==> config.mk <==
export PLATFORM = sky130hd
export DESIGN_NAME = waveform_oscillator_sample
export DESIGN_NICKNAME = d
export VERILOG_FILES = /design/src/sv/wosc_pkg.sv /design/src/sv/wosc_mul.sv /design/src/sv/wosc_core.sv /design/src/sv/waveform_oscillator_sample.sv
export SDC_FILE = /design/constraint.sdc
export NUM_CORES = 2
export LEC_CHECK = 0
export BUFFER_PORTS_ARGS = -buffer_cell sky130_fd_sc_hd__buf_2
export CELL_PAD_IN_SITES_DETAIL_PLACEMENT = 0
export CELL_PAD_IN_SITES_GLOBAL_PLACEMENT = 1
export CORE_MARGIN = 5
export CORE_UTILIZATION = 35
export DETAILED_ROUTE_END_ITERATION = 16
export GPL_ROUTABILITY_DRIVEN = 0
export PLACE_DENSITY_LB_ADDON = 0.1
export REMOVE_ABC_BUFFERS = 1
export SYNTH_ARGS = -nofsm -noshare
export SYNTH_HDL_FRONTEND = slang
export SYNTH_SLANG_ARGS = --single-unit
==> constraint.sdc <==
create_clock -name clk_i -period 11.2 [get_ports clk_i]
set_input_delay 1.12 -clock clk_i [delete_from_list [all_inputs] [get_ports clk_i]]
set_output_delay 1.12 -clock clk_i [all_outputs]
set_load 0.005 [all_outputs]
==> src/sv/wosc_pkg.sv <==
package wosc_pkg;

  // Waveform selector carried in tuser; codes above MODE_PULSE_SQR are unused.
  typedef enum logic [2:0] {
    MODE_SINE      = 3'd0,
    MODE_SAW       = 3'd1,
    MODE_SQUARE    = 3'd2,
    MODE_TRIANGLE  = 3'd3,
    MODE_PULSE_SAW = 3'd4,
    MODE_PULSE_SQR = 3'd5
  } mode_e;

  typedef enum logic [3:0] {
    ST_IDLE,
    ST_ARG,
    ST_ARGR,
    ST_PLO,
    ST_PHI,
    ST_PSUM,
    ST_C1,
    ST_C2,
    ST_C3,
    ST_C4,
    ST_ACC,
    ST_FIN,
    ST_FINR,
    ST_S53,
    ST_S53R,
    ST_DONE
  } state_e;

  localparam int MAX_HARMONICS = 64;
  localparam logic [6:0] HC_RESET = 7'd16;

  localparam int Q_ONE = 65536;
  localparam int SAMPLE_MAX = 524287;
  localparam int SAMPLE_MIN = -524288;

  // Cycle-fraction gains, Q32: pi/20 for the sine, 1/(2*pi) for the saw.
  localparam logic signed [30:0] K_SIN = 31'sd674651885;
  localparam logic signed [30:0] K_SAW = 31'sd683565276;
  localparam logic signed [30:0] CUBIC_GAIN = 31'sd1362166;
  localparam logic signed [30:0] TWO_PI_Q16 = 31'sd411775;
  localparam logic signed [33:0] PI_Q16 = 34'sd205887;
  localparam logic signed [33:0] HALF_PI_Q16 = 34'sd102944;

  // Exact truncating division by reciprocal: ceil(2^k / d), bounds checked
  // against the largest dividend of each use.
  localparam logic signed [30:0] RECIP7 = 31'sd2396746;     // k = 24
  localparam logic signed [30:0] RECIP53 = 31'sd40518560;   // k = 31
  localparam int RECIP_ONE = 1 << 24;

  // ceil(2^24 / i) for harmonic index i; entry 0 never read.
  localparam logic [24:0] RECIP_TBL [MAX_HARMONICS] = '{
    25'(0),
    25'((RECIP_ONE + 0) / 1),   25'((RECIP_ONE + 1) / 2),   25'((RECIP_ONE + 2) / 3),
    25'((RECIP_ONE + 3) / 4),   25'((RECIP_ONE + 4) / 5),   25'((RECIP_ONE + 5) / 6),
    25'((RECIP_ONE + 6) / 7),   25'((RECIP_ONE + 7) / 8),   25'((RECIP_ONE + 8) / 9),
    25'((RECIP_ONE + 9) / 10),  25'((RECIP_ONE + 10) / 11), 25'((RECIP_ONE + 11) / 12),
    25'((RECIP_ONE + 12) / 13), 25'((RECIP_ONE + 13) / 14), 25'((RECIP_ONE + 14) / 15),
    25'((RECIP_ONE + 15) / 16), 25'((RECIP_ONE + 16) / 17), 25'((RECIP_ONE + 17) / 18),
    25'((RECIP_ONE + 18) / 19), 25'((RECIP_ONE + 19) / 20), 25'((RECIP_ONE + 20) / 21),
    25'((RECIP_ONE + 21) / 22), 25'((RECIP_ONE + 22) / 23), 25'((RECIP_ONE + 23) / 24),
    25'((RECIP_ONE + 24) / 25), 25'((RECIP_ONE + 25) / 26), 25'((RECIP_ONE + 26) / 27),
    25'((RECIP_ONE + 27) / 28), 25'((RECIP_ONE + 28) / 29), 25'((RECIP_ONE + 29) / 30),
    25'((RECIP_ONE + 30) / 31), 25'((RECIP_ONE + 31) / 32), 25'((RECIP_ONE + 32) / 33),
    25'((RECIP_ONE + 33) / 34), 25'((RECIP_ONE + 34) / 35), 25'((RECIP_ONE + 35) / 36),
    25'((RECIP_ONE + 36) / 37), 25'((RECIP_ONE + 37) / 38), 25'((RECIP_ONE + 38) / 39),
    25'((RECIP_ONE + 39) / 40), 25'((RECIP_ONE + 40) / 41), 25'((RECIP_ONE + 41) / 42),
    25'((RECIP_ONE + 42) / 43), 25'((RECIP_ONE + 43) / 44), 25'((RECIP_ONE + 44) / 45),
    25'((RECIP_ONE + 45) / 46), 25'((RECIP_ONE + 46) / 47), 25'((RECIP_ONE + 47) / 48),
    25'((RECIP_ONE + 48) / 49), 25'((RECIP_ONE + 49) / 50), 25'((RECIP_ONE + 50) / 51),
    25'((RECIP_ONE + 51) / 52), 25'((RECIP_ONE + 52) / 53), 25'((RECIP_ONE + 53) / 54),
    25'((RECIP_ONE + 54) / 55), 25'((RECIP_ONE + 55) / 56), 25'((RECIP_ONE + 56) / 57),
    25'((RECIP_ONE + 57) / 58), 25'((RECIP_ONE + 58) / 59), 25'((RECIP_ONE + 59) / 60),
    25'((RECIP_ONE + 60) / 61), 25'((RECIP_ONE + 61) / 62), 25'((RECIP_ONE + 62) / 63)
  };

  typedef struct packed {
    logic signed [33:0] a;
    logic signed [30:0] b;
  } mul_req_t;

  typedef struct packed {
    logic [2:0]         mode;
    logic signed [31:0] phase;
    logic signed [19:0] shape;
  } core_req_t;

  typedef struct packed {
    logic               valid;
    logic signed [21:0] value;
  } core_rsp_t;

endpackage

==> src/sv/wosc_mul.sv <==
module wosc_mul
  import wosc_pkg::*;
(
  input  logic               clk_i,
  input  mul_req_t           req_i,
  output logic signed [64:0] prod_o
);

  logic signed [64:0] prod_q;

  // Product is registered; the sequencer reads it in the next cycle.
  always_ff @(posedge clk_i) begin
    prod_q <= 65'($signed(req_i.a)) * 65'($signed(req_i.b));
  end

  assign prod_o = prod_q;

endmodule

==> src/sv/wosc_core.sv <==
module wosc_core
  import wosc_pkg::*;
(
  input  logic               clk_i,
  input  logic               rst_ni,
  input  logic               req_valid_i,
  input  core_req_t          req_i,
  output logic               ready_o,
  input  logic [6:0]         cnt_i,
  input  logic               out_free_i,
  output core_rsp_t          rsp_o,
  output mul_req_t           mul_req_o,
  input  logic signed [64:0] mul_prod_i
);

  state_e state_q, state_d;

  logic [2:0]         mode_q, mode_d;
  logic signed [31:0] x_q, x_d;
  logic signed [19:0] p_q, p_d;
  logic [47:0]        v_q, v_d;
  logic [47:0]        lo_q, lo_d;
  logic [47:0]        a_q, a_d;
  logic [47:0]        ph_q, ph_d;
  logic [6:0]         i_q, i_d;
  logic signed [20:0] sum_q, sum_d;
  logic signed [19:0] ps0_q, ps0_d;
  logic signed [26:0] dn_q, dn_d;
  logic signed [17:0] s_q, s_d;
  logic signed [21:0] res_q, res_d;
  logic               pass_q, pass_d;
  logic               sub_q, sub_d;
  logic               neg_q, neg_d;

  logic [47:0]        pfull, poff;
  logic [15:0]        f_ph, f_off;
  logic signed [16:0] fm_half, fm_one;
  logic signed [18:0] cub_c;
  logic [18:0]        cub_mag;
  logic signed [19:0] dc;
  logic signed [19:0] arg_opnd;
  logic signed [33:0] arg;
  logic signed [33:0] quad_v;
  logic [17:0]        div_q;
  logic signed [22:0] n4;
  logic [22:0]        n4_mag;
  logic [18:0]        q7;
  logic signed [19:0] ps;
  logic signed [26:0] dn;
  logic [26:0]        dn_mag;
  logic [20:0]        q53;
  logic signed [30:0] k_coef;
  logic signed [17:0] saw_s;
  logic               sine_kind;

  // Phase product low 48 bits: lo half plus hi half shifted by 24.
  assign pfull = lo_q + {mul_prod_i[23:0], 24'b0};
  assign poff  = pfull + {p_q[15:0], 32'b0};
  assign f_off = poff[47:32];
  assign f_ph  = ph_q[47:32];

  assign fm_half = $signed({1'b0, f_ph} - 17'h08000);
  assign fm_one  = $signed({1'b0, f_ph} - 17'h10000);

  assign cub_c   = $signed(mul_prod_i[50:32]);
  assign cub_mag = cub_c[18] ? 19'(-cub_c) : 19'(cub_c);
  assign div_q   = mul_prod_i[41:24];

  assign dc = p_q[19] ? 20'sd0 : ((p_q > 20'sd65536) ? 20'sd65536 : p_q);
  assign arg_opnd = (mode_q == MODE_PULSE_SAW) ? p_q : (pass_q ? dc : 20'sd0);
  assign arg = 34'(x_q) - 34'($signed(mul_prod_i[38:16]));

  assign quad_v = 34'(x_q) + HALF_PI_Q16;

  assign n4     = {sum_q, 2'b00};
  assign n4_mag = n4[22] ? 23'(-n4) : 23'(n4);
  assign q7     = mul_prod_i[42:24];
  assign ps     = neg_q ? -$signed({1'b0, q7}) : $signed({1'b0, q7});
  assign dn     = (27'(ps0_q) - 27'(ps)) * 27'sd50;
  assign dn_mag = dn_q[26] ? 27'(-dn_q) : 27'(dn_q);
  assign q53    = mul_prod_i[51:31];

  assign saw_s = 18'(Q_ONE) - 18'({f_off, 1'b0});

  assign sine_kind = (mode_q == MODE_SINE) || (mode_q == MODE_PULSE_SAW) ||
                     (mode_q == MODE_PULSE_SQR);
  assign k_coef = sine_kind ? K_SIN : K_SAW;

  always_comb begin
    state_d = state_q;
    mode_d  = mode_q;
    x_d     = x_q;
    p_d     = p_q;
    v_d     = v_q;
    lo_d    = lo_q;
    a_d     = a_q;
    ph_d    = ph_q;
    i_d     = i_q;
    sum_d   = sum_q;
    ps0_d   = ps0_q;
    dn_d    = dn_q;
    s_d     = s_q;
    res_d   = res_q;
    pass_d  = pass_q;
    sub_d   = sub_q;
    neg_d   = neg_q;
    mul_req_o = '0;
    rsp_o.valid = 1'b0;
    rsp_o.value = res_q;
    ready_o = 1'b0;

    unique case (state_q)
      ST_IDLE: begin
        ready_o = 1'b1;
        if (req_valid_i) begin
          mode_d = req_i.mode;
          x_d    = req_i.phase;
          p_d    = req_i.shape;
          sum_d  = '0;
          pass_d = 1'b0;
          sub_d  = 1'b0;
          unique case (req_i.mode)
            MODE_SINE, MODE_SAW, MODE_SQUARE: begin
              v_d = 48'(req_i.phase);
              state_d = ST_PLO;
            end
            MODE_TRIANGLE: begin
              v_d = 48'((34'(req_i.phase) <<< 1) + PI_Q16);
              state_d = ST_PLO;
            end
            MODE_PULSE_SAW, MODE_PULSE_SQR: state_d = ST_ARG;
            default: begin
              res_d = '0;
              state_d = ST_DONE;
            end
          endcase
        end
      end
      ST_ARG: begin
        mul_req_o.a = 34'(arg_opnd);
        mul_req_o.b = TWO_PI_Q16;
        state_d = ST_ARGR;
      end
      ST_ARGR: begin
        v_d = 48'(arg);
        state_d = ST_PLO;
      end
      ST_PLO: begin
        mul_req_o.a = {10'b0, v_q[23:0]};
        mul_req_o.b = k_coef;
        state_d = ST_PHI;
      end
      ST_PHI: begin
        lo_d = mul_prod_i[47:0];
        mul_req_o.a = {10'b0, v_q[47:24]};
        mul_req_o.b = k_coef;
        state_d = ST_PSUM;
      end
      ST_PSUM: begin
        unique case (mode_q)
          MODE_SINE: begin
            ph_d = pfull;
            state_d = ST_C1;
          end
          MODE_SAW: begin
            res_d = 22'(Q_ONE) - 22'({f_off, 1'b0});
            state_d = ST_DONE;
          end
          MODE_SQUARE: begin
            res_d = 22'({f_off, 1'b0}) - 22'({pfull[47:32], 1'b0}) + 22'(Q_ONE)
                    - (22'(p_q) <<< 1);
            state_d = ST_DONE;
          end
          MODE_TRIANGLE: begin
            if (!sub_q) begin
              s_d = saw_s;
              v_d = 48'(quad_v);
              sub_d = 1'b1;
              state_d = ST_PLO;
            end else begin
              // The half-duty square is +/-1 exactly, sign from bit 47 of
              // the cycle fraction, so the product reduces to +/-s.
              res_d = pfull[47] ? -22'(s_q) : 22'(s_q);
              state_d = ST_DONE;
            end
          end
          default: begin
            a_d  = pfull;
            ph_d = pfull;
            i_d  = 7'd1;
            state_d = (cnt_i > 7'd1) ? ST_C1 : ST_FIN;
          end
        endcase
      end
      ST_C1: begin
        mul_req_o.a = {18'b0, f_ph};
        mul_req_o.b = 31'(fm_half);
        state_d = ST_C2;
      end
      ST_C2: begin
        mul_req_o.a = mul_prod_i[33:0];
        mul_req_o.b = 31'(fm_one);
        state_d = ST_C3;
      end
      ST_C3: begin
        mul_req_o.a = mul_prod_i[49:16];
        mul_req_o.b = CUBIC_GAIN;
        state_d = ST_C4;
      end
      ST_C4: begin
        if (mode_q == MODE_SINE) begin
          res_d = 22'(cub_c);
          state_d = ST_DONE;
        end else begin
          neg_d = cub_c[18];
          mul_req_o.a = {15'b0, cub_mag};
          mul_req_o.b = {6'b0, RECIP_TBL[i_q[5:0]]};
          state_d = ST_ACC;
        end
      end
      ST_ACC: begin
        sum_d = neg_q ? sum_q - 21'({3'b0, div_q}) : sum_q + 21'({3'b0, div_q});
        ph_d  = ph_q + a_q;
        i_d   = i_q + 7'd1;
        state_d = ((i_q + 7'd1) < cnt_i) ? ST_C1 : ST_FIN;
      end
      ST_FIN: begin
        neg_d = n4[22];
        mul_req_o.a = {11'b0, n4_mag};
        mul_req_o.b = RECIP7;
        state_d = ST_FINR;
      end
      ST_FINR: begin
        if (mode_q == MODE_PULSE_SAW) begin
          res_d = 22'(ps);
          state_d = ST_DONE;
        end else if (!pass_q) begin
          ps0_d  = ps;
          pass_d = 1'b1;
          sum_d  = '0;
          state_d = ST_ARG;
        end else begin
          dn_d = dn;
          state_d = ST_S53;
        end
      end
      ST_S53: begin
        neg_d = dn_q[26];
        mul_req_o.a = {7'b0, dn_mag};
        mul_req_o.b = RECIP53;
        state_d = ST_S53R;
      end
      ST_S53R: begin
        res_d = neg_q ? -$signed({1'b0, q53}) : $signed({1'b0, q53});
        state_d = ST_DONE;
      end
      ST_DONE: begin
        rsp_o.valid = 1'b1;
        if (out_free_i) begin
          state_d = ST_IDLE;
        end
      end
      default: state_d = ST_IDLE;
    endcase
  end

  always_ff @(posedge clk_i or negedge rst_ni) begin
    if (!rst_ni) begin
      state_q <= ST_IDLE;
    end else begin
      state_q <= state_d;
    end
  end

  always_ff @(posedge clk_i) begin
    mode_q <= mode_d;
    x_q    <= x_d;
    p_q    <= p_d;
    v_q    <= v_d;
    lo_q   <= lo_d;
    a_q    <= a_d;
    ph_q   <= ph_d;
    i_q    <= i_d;
    sum_q  <= sum_d;
    ps0_q  <= ps0_d;
    dn_q   <= dn_d;
    s_q    <= s_d;
    res_q  <= res_d;
    pass_q <= pass_d;
    sub_q  <= sub_d;
    neg_q  <= neg_d;
  end

endmodule

==> src/sv/waveform_oscillator_sample.sv <==
// Waveform oscillator: each request on the slave stream yields one signed Q3.16
// sample on the master stream. tuser selects the waveform (cubic sine, saw,
// square, triangle, band-limited pulse saw, band-limited pulse square); tdata
// carries the Q15.16 phase in radians and a Q3.16 shape value (phase offset or
// duty). All arithmetic runs through one registered 34x31 multiplier stepped by
// a small sequencer, so one request is worked on at a time and s_axis_tready is
// low while it is. The pulse modes step the multiplier through states C1, C2,
// C3, C4 and ACC once per harmonic; pulse square runs the harmonic loop twice,
// and the harmonic count is clamped to 64. The finished sample sits in an
// output register, so a new request is taken while it waits on m_axis_tready.
// cfg_we_i loads the harmonic count (reset 16); change it only while the block
// is idle.
module waveform_oscillator_sample
  import wosc_pkg::*;
(
  input  logic        clk_i,
  input  logic        rst_ni,
  input  logic        s_axis_tvalid,
  output logic        s_axis_tready,
  input  logic [55:0] s_axis_tdata,   // [31:0] phase, [51:32] shape_param, rest zero
  input  logic [2:0]  s_axis_tuser,   // [2:0] mode
  output logic        m_axis_tvalid,
  input  logic        m_axis_tready,
  output logic [23:0] m_axis_tdata,   // [19:0] sample, rest zero
  input  logic        cfg_we_i,
  input  logic [6:0]  cfg_wdata_i
);

  logic [6:0]         hc_q;
  logic [6:0]         cnt;
  logic               out_valid_q, out_valid_d;
  logic signed [19:0] sample_q, sample_d;
  logic               out_free;
  logic               core_ready;
  core_req_t          core_req;
  core_rsp_t          core_rsp;
  mul_req_t           mul_req;
  logic signed [64:0] mul_prod;

  // Harmonic count register; counts above the table size act as the maximum.
  always_ff @(posedge clk_i or negedge rst_ni) begin
    if (!rst_ni) begin
      hc_q <= HC_RESET;
    end else if (cfg_we_i) begin
      hc_q <= cfg_wdata_i;
    end
  end

  assign cnt = (hc_q > 7'(MAX_HARMONICS)) ? 7'(MAX_HARMONICS) : hc_q;

  assign core_req.mode  = s_axis_tuser;
  assign core_req.phase = $signed(s_axis_tdata[31:0]);
  assign core_req.shape = $signed(s_axis_tdata[51:32]);
  assign s_axis_tready  = core_ready;

  // Output register is free when empty or being drained this cycle.
  assign out_free = !out_valid_q || m_axis_tready;

  wosc_core u_core (
    .clk_i       (clk_i),
    .rst_ni      (rst_ni),
    .req_valid_i (s_axis_tvalid),
    .req_i       (core_req),
    .ready_o     (core_ready),
    .cnt_i       (cnt),
    .out_free_i  (out_free),
    .rsp_o       (core_rsp),
    .mul_req_o   (mul_req),
    .mul_prod_i  (mul_prod)
  );

  wosc_mul u_mul (
    .clk_i  (clk_i),
    .req_i  (mul_req),
    .prod_o (mul_prod)
  );

  // Saturate the wide result into the 20-bit sample on load.
  always_comb begin
    out_valid_d = out_valid_q;
    sample_d    = sample_q;
    if (out_valid_q && m_axis_tready) begin
      out_valid_d = 1'b0;
    end
    if (core_rsp.valid && out_free) begin
      out_valid_d = 1'b1;
      if (core_rsp.value > 22'(SAMPLE_MAX)) begin
        sample_d = 20'(SAMPLE_MAX);
      end else if (core_rsp.value < 22'(SAMPLE_MIN)) begin
        sample_d = 20'(SAMPLE_MIN);
      end else begin
        sample_d = core_rsp.value[19:0];
      end
    end
  end

  always_ff @(posedge clk_i or negedge rst_ni) begin
    if (!rst_ni) begin
      out_valid_q <= 1'b0;
    end else begin
      out_valid_q <= out_valid_d;
    end
  end

  always_ff @(posedge clk_i) begin
    sample_q <= sample_d;
  end

  assign m_axis_tvalid = out_valid_q;
  assign m_axis_tdata  = {4'b0, sample_q};

`ifndef SYNTHESIS
  // Once a request is taken the sequencer is busy on the next cycle.
  a_busy_after_accept: assert property (@(posedge clk_i) disable iff (!rst_ni)
    s_axis_tvalid && s_axis_tready |=> !s_axis_tready)
    else $error("block ready right after accepting a request");

  // A finished result is never offered while a new request could be taken.
  a_no_result_when_ready: assert property (@(posedge clk_i) disable iff (!rst_ni)
    core_rsp.valid |-> !s_axis_tready)
    else $error("result offered while idle");

  // Unused modes skip the datapath and finish on the next cycle.
  a_unused_mode_fast: assert property (@(posedge clk_i) disable iff (!rst_ni)
    s_axis_tvalid && s_axis_tready && (s_axis_tuser > MODE_PULSE_SQR)
    |=> core_rsp.valid)
    else $error("unused mode did not finish at once");

  // A result handed over while the output register was full must not be lost.
  a_no_overwrite: assert property (@(posedge clk_i) disable iff (!rst_ni)
    m_axis_tvalid && !m_axis_tready |=> m_axis_tvalid && $stable(m_axis_tdata))
    else $error("pending sample overwritten");
`endif

endmodule

* Word level (Yosys, flattened, before mapping)
Memories as Yosys holds them, arrays and structs flattened.
Index checks and enable logic that the tools add are counted.
** Word-level totals
- Register bits :: 448
- Bits in read-only memories :: 1600
- Input port bits :: 71
- Word-level logic and storage cells :: 197
- Memories :: 1
** Memory list
- (no name shown) :: depth 64, width 25, read ports 1, clocked after Yosys merged registers in 0, wr ports 0, RTL line wosc_core.sv:217 : mul_req_o.b = {6'b0, RECIP_TBL[i_q[5:0]]};
** Operators by class
- Add/sub/neg operators :: 23
- Multipliers :: 2
- Order comparisons :: 7
- Equal/unequal tests :: 40
- Mux-type cells :: 60
- Bitwise operators :: 5
- Reductions and logical operators :: 38
** Operator list (number)
- 65-bit one-hot mux with 9 select lines :: 1
- 48-bit 2-to-1 mux :: 4
- 48-bit one-hot mux with 2 select lines :: 2
- 22-bit 2-to-1 mux :: 7
- 48-bit adder :: 3
- 48-bit one-hot mux with 3 select lines :: 1
- 22-bit one-hot mux with 5 select lines :: 1
- 20-bit 2-to-1 mux :: 5
- 21-bit 2-to-1 mux :: 4
- 22-bit one-hot mux with 3 select lines :: 1
- 4-bit one-hot mux with 16 select lines :: 1
- 21-bit one-hot mux with 3 select lines :: 1
- 34-bit by 31-bit multiplier with 52-bit output :: 1
- 25-bit 2-to-1 mux :: 2
- 50-bit 2-to-1 mux :: 1
- 19-bit 2-to-1 mux :: 2
- 17-bit by 17-bit subtractor with 18-bit output (first input constant) :: 2
- 33-bit by 19-bit adder with 34-bit output (second input constant) :: 1
- 32-bit by 18-bit adder with 33-bit output (second input constant) :: 1
- 32-bit by 23-bit subtractor with 33-bit output :: 1
- 4-bit equality test (second input constant) :: 8
- 4-bit 2-to-1 mux :: 7
- 27-bit by 6-bit multiplier with 26-bit output (second input constant) :: 1
- 27-bit 2-to-1 mux :: 1
- 62 further kinds :: 116

* Longest topological paths before layout
- Word-level depth :: 7
- Gate-level depth with buffers :: 40

* Cells and area by module
Synthesis repeated with hierarchy kept, for this count alone.
** Unflattened totals
- Cell total of the unflattened synthesis :: 7900
- Area total of the unflattened synthesis :: 72299.3 sq um
** By module, submodules not included
- wosc_mul :: instances 1, cells each 4151, area an instance 38722.1 sq um, sequential area each 1301.2 sq um
- wosc_core :: instances 1, cells each 3630, area an instance 32182.1 sq um, sequential area each 10580.1 sq um
- waveform_oscillator_sample :: instances 1, cells each 119, area an instance 1395.1 sq um, sequential area each 802.0 sq um

* Worst setup path after synthesis
No wires, ideal clock.
- Path type :: flip-flop to flip-flop
- From :: register u_core.state_q[3]
- To :: register u_mul.prod_q[51], in the netlist u_mul.prod_o[51]
- Arrival :: 9.897 ns
- Data required time :: 11.077 ns
- Setup slack :: 1.180 ns
- Stages on the path, launching flop included :: 34
- Path buffers :: 3
- Path through :: dfrtp_1 -> clkbuf_1 -> nor4b_1 -> clkbuf_1 -> a22oi_1 -> nand2_1 -> a221oi_1 -> o21ai_0 -> a211o_1 -> clkbuf_1 -> nand2_1 -> fa_1 -> inv_1 -> fa_1 -> inv_1 -> fa_1 -> inv_1 -> fa_1 -> fa_1 -> fa_1 -> fa_1 -> inv_1 -> fa_1 -> inv_1 -> ha_1 -> nand4_1 -> or4_1 -> o21ai_0 -> a311oi_1 -> o21ai_0 -> a21oi_1 -> o21ai_0 -> a211oi_1 -> xnor2_1
** On the way
- Cells in the longest elaborated chain, start to end :: 3
** RTL lines
- start: declaration :: RTL line wosc_core.sv:16 : state_e state_q, state_d;
- start signal: assignment :: RTL line wosc_core.sv:271 : state_q <= state_d;
- 4-bit equality test (tied with other cells) :: RTL line wosc_core.sv:112 : unique case (state_q)
- 65-bit one-hot mux with 9 select lines (*) :: RTL line wosc_core.sv:112
- 34-bit by 31-bit multiplier with 52-bit output (*) :: RTL line wosc_mul.sv:13 : prod_q <= 65'($signed(req_i.a)) * 65'($signed(req_i.b));
- end signal: assignment :: RTL line wosc_mul.sv:13
- end: declaration :: RTL line wosc_mul.sv:9 : logic signed [64:0] prod_q;
Mark *: on every way between the ends. The rest lies on a longest branch, timed or not.
A chain may end at the register's enable or synchronous reset.

* Final worst setup path
- From :: register u_core.i_q[0]
- To :: register u_mul.prod_q[44], in the netlist u_mul.prod_o[44]
** On the way
- Cells in the longest elaborated chain, start to end :: 7
** RTL lines
- start: declaration :: RTL line wosc_core.sv:25 : logic [6:0] i_q, i_d;
- start signal: assignment :: RTL line wosc_core.sv:283 : i_q <= i_d;
- 6-bit NOT with 7-bit output (implied by the code) :: RTL line wosc_core.sv:217
- memory read 64 x 25 bit
- 25-bit 2-to-1 mux (implied by the code) (2 in series) :: RTL line wosc_core.sv:217
- 50-bit 2-to-1 mux :: RTL line wosc_core.sv:211 : if (mode_q == MODE_SINE) begin
- 65-bit one-hot mux with 9 select lines :: RTL line wosc_core.sv:112
- 34-bit by 31-bit multiplier with 52-bit output :: RTL line wosc_mul.sv:13
Every way passes these cells. The select of a mux whose other input is x is not followed.

==> metrics.md <==
| Metric | Value |
|---|---|
| Drt first pass iters | 5 |
| Commonest non-fill, non-tap cells in the layout | inv_1 (1282), fa_1 (944), nand2_1 (876) |
| Synthesized flop and latch total | 433 |
| Tightest Pin Transition | 1.23 ns |
| Worst path required time | around 12 ns |
| Seq/Total Area, Yosys | 19.1% |
| Fin crit share | 96.0% |
| Top Ports | 97 |
| Clock skew | roughly 0.042 ns |
| Routed len/inst | roughly 26 um |
| CTS Buf Count | 49 |
| Floorplan core area | 185000 um^2 |
| Crit Path Class | reg -> reg |
| Crit-path max FO | 9 |
| Initial antenna violation count | 14 |
| # Post-CTS Setup Buffers | 0 |
| Post-synth top flop | edfxtp_1 |
| Hold Crit Class | in -> async |
| Number of global-route vias before repair | 54200 |
| Worst-skew pair later-pin latency | approximately 0.65 ns |
| DRT iter0 DRCs | ~4700 |
| Buf/Inv on CP | 10 |
| Worst-path clk slew | 0.06 ns |
| Share of post-route cells with drive strength above 1 | ~7.7% |
| Worst path max stage delay | 0.63 ns |
| Final WL | 257000 um |
| Clk buf depth | 3 |
| Post-Syn Area | between 60000 and 70000 um^2 |
| Vias per cell | between 5 and 6 |
| First-pass GRT wire length | 379000 um |
| Setup ws final | ~0.45 ns |
| Port Buffers | 88 |
| Root Buffer | clkbuf_16 |
| Max Cap Viol | 0 |
| Row count | 158 |
| Status | finished clean |
| CP endpoint | u_mul.prod_o[44] |
| Synth Area per Inst | 8.93 um^2 |
| Cts repair resizes | 0 |
| Cells after synthesis | roughly 7300 |
| Vias | 53200 |
| RR Endpoint | u_mul.prod_o[44] |
| Post-detail-place hpwl | 211000 um |
| Detail Route Antenna Nets | 0 |
| Worst path depth | 34 |
| Fillers | 19100 |
| Die Y | 441 um |
| Slowest-stage cell, CP | a21oi_2 |
| Register-to-Register Path Depth | 34 |
| Die ar. | 195000 um^2 |
| Largest net degree at the start of global routing | 83 |
| Critical Path End Type | register |
| Final setup viols | 0 |
| Depth of the CTS H-tree | 2 |
| Critical path launch point type | register |
| R2R setup slack | 0.45 ns |
| Reg-to-Reg Start | u_core.i_q[0] |
| Final Slew Violations | 0 |
| Unique masters post-synth | 97 |
| Most frequent CP cell | fa_1 |
| Hold_buf cts | 0 |
| Post-synth EDFFs | 369 |
| Ys async rst share | under 10% |
| Synthesis-to-layout area growth | 10.1% |
| Hold Fails Final Rpt | 0 |
| Crit path from | u_core.i_q[0] |
| Top delay family on crit path | adder cells |
| Die W | 441 um |
| Synth warn | 0 |
| GRT Overall Usage | 26.4% |
| Pre-CTS WS | 0.279 ns |
| Commonest non-fill, non-tap cell in the layout | inv_1 |
| Worst path arrival time | between 10 and 15 ns |
| CTS tree | built |
| Gr ovfl total | 0 |
| Starting Density | 35.2% |
| Tmin final | 10.75 ns |
| Residual DRC | 0 |
| CTS sink cnt | 433 |
| Fmax | 93.0 MHz |
| Fin nets | just under 9000 |
| RSZ-0062 raised after global routing | no |
| Rel. slew slack | between 15 and 20% |
Yosys cell counts (all sizes together), types with 52 or more instances:
cell	count	area share, %
fa	944	29
nor2b	58	0.56
a21o	89	1.0
xor2	168	2.3
clkbuf	247	1.4
xnor2	283	3.8
nand3	93	0.71
nor3	88	0.68
o21ai	305	2.3
edfxtp	369	17
dfxtp	52	1.6
inv	1283	7.4
ha	478	9.2
a211oi	63	0.73
a21oi	315	2.4
nand2	877	5.1
nor2	677	3.9
nand2b	68	0.65
sequential cells by signal (all words and copies together), names as in the netlist, 3 cells and up:
name	count
u_core.p_q	20
u_core.res_q	22
hc_q	7
sample_q	20
u_core.x_q	32
u_core.state_q	4
u_core.lo_q	48
u_core.ph_q	48
u_core.a_q	48
u_mul.prod_o	52
u_core.dn_q	26
u_core.mode_q	3
u_core.s_q	17
u_core.i_q	7
u_core.ps0_q	20
u_core.sum_q	21
u_core.v_q	34
per-layer routing:
layer | GRT usage, % | routed length, um | vias to the layer above
met5 | 0 | 13 | -
met4 | 7.62 | 9550 | 2
met3 | 3.50 | 16000 | 346
met2 | 41.1 | 113000 | 1781
met1 | 38.5 | 118000 | 27100
li1 | - | - | 24000
cells by family after synthesis:
kind of cell    Yosys count  synth area share [%]
flops                   433                  19.1
compound gates         1263                  12.7
fa+ha+maj              1422                  38.2
mux                      29                 0.540
buf+inv                1576                  9.14
xor+xnor                452                  6.10
simple gates           2118                  14.3
other cells               1               0.00576
final cells by class:
cell class	instances	area (um^2)	area share, %
Antenna cell	6	15.0	0.0209
Clock buffer	56	1290	1.81
Clock inverter	34	365	0.509
Inverter	1286	4830	6.74
Multi-Input combinational cell	5288	47100	65.7
Sequential cell	433	12400	17.3
Tap cell	2480	3100	4.33
Timing Repair Buffer	366	2560	3.58
through the flow:
stage          hold WS, ns  utilization, %  instances  TNS [ns]  instance area (um^2)
2_1_floorplan        0.426               -       7007   -122.67                 64000
3_3_place_gp         0.427            37.8       9853         0                 70000
3_5_place_dp         0.436            37.8       9853         0                 70000
4_1_cts              0.389            38.7       9943         0                 71700
5_1_grt              0.418            38.7       9943         0                 71700
6_report             0.418            38.7       9949         0                 71700
worst min-delay path by stage:
stage / startpoint / endpoint / cells past startpoint
3_3_place_gp: u_core.lo_q[1] / u_core.a_q[1] / 0
2_1_floorplan: u_core.lo_q[0] / u_core.a_q[0] / 0
3_5_place_dp: u_core.lo_q[3] / u_core.a_q[3] / 0
4_1_cts: rst_ni / hc_q[2] / 1
5_1_grt: rst_ni / hc_q[1] / 1
6_report: rst_ni / hc_q[1] / 1
Power is left out: the tool's default activity adds up to more than one toggle a clock period on the data nets, which glitch-free logic cannot reach.
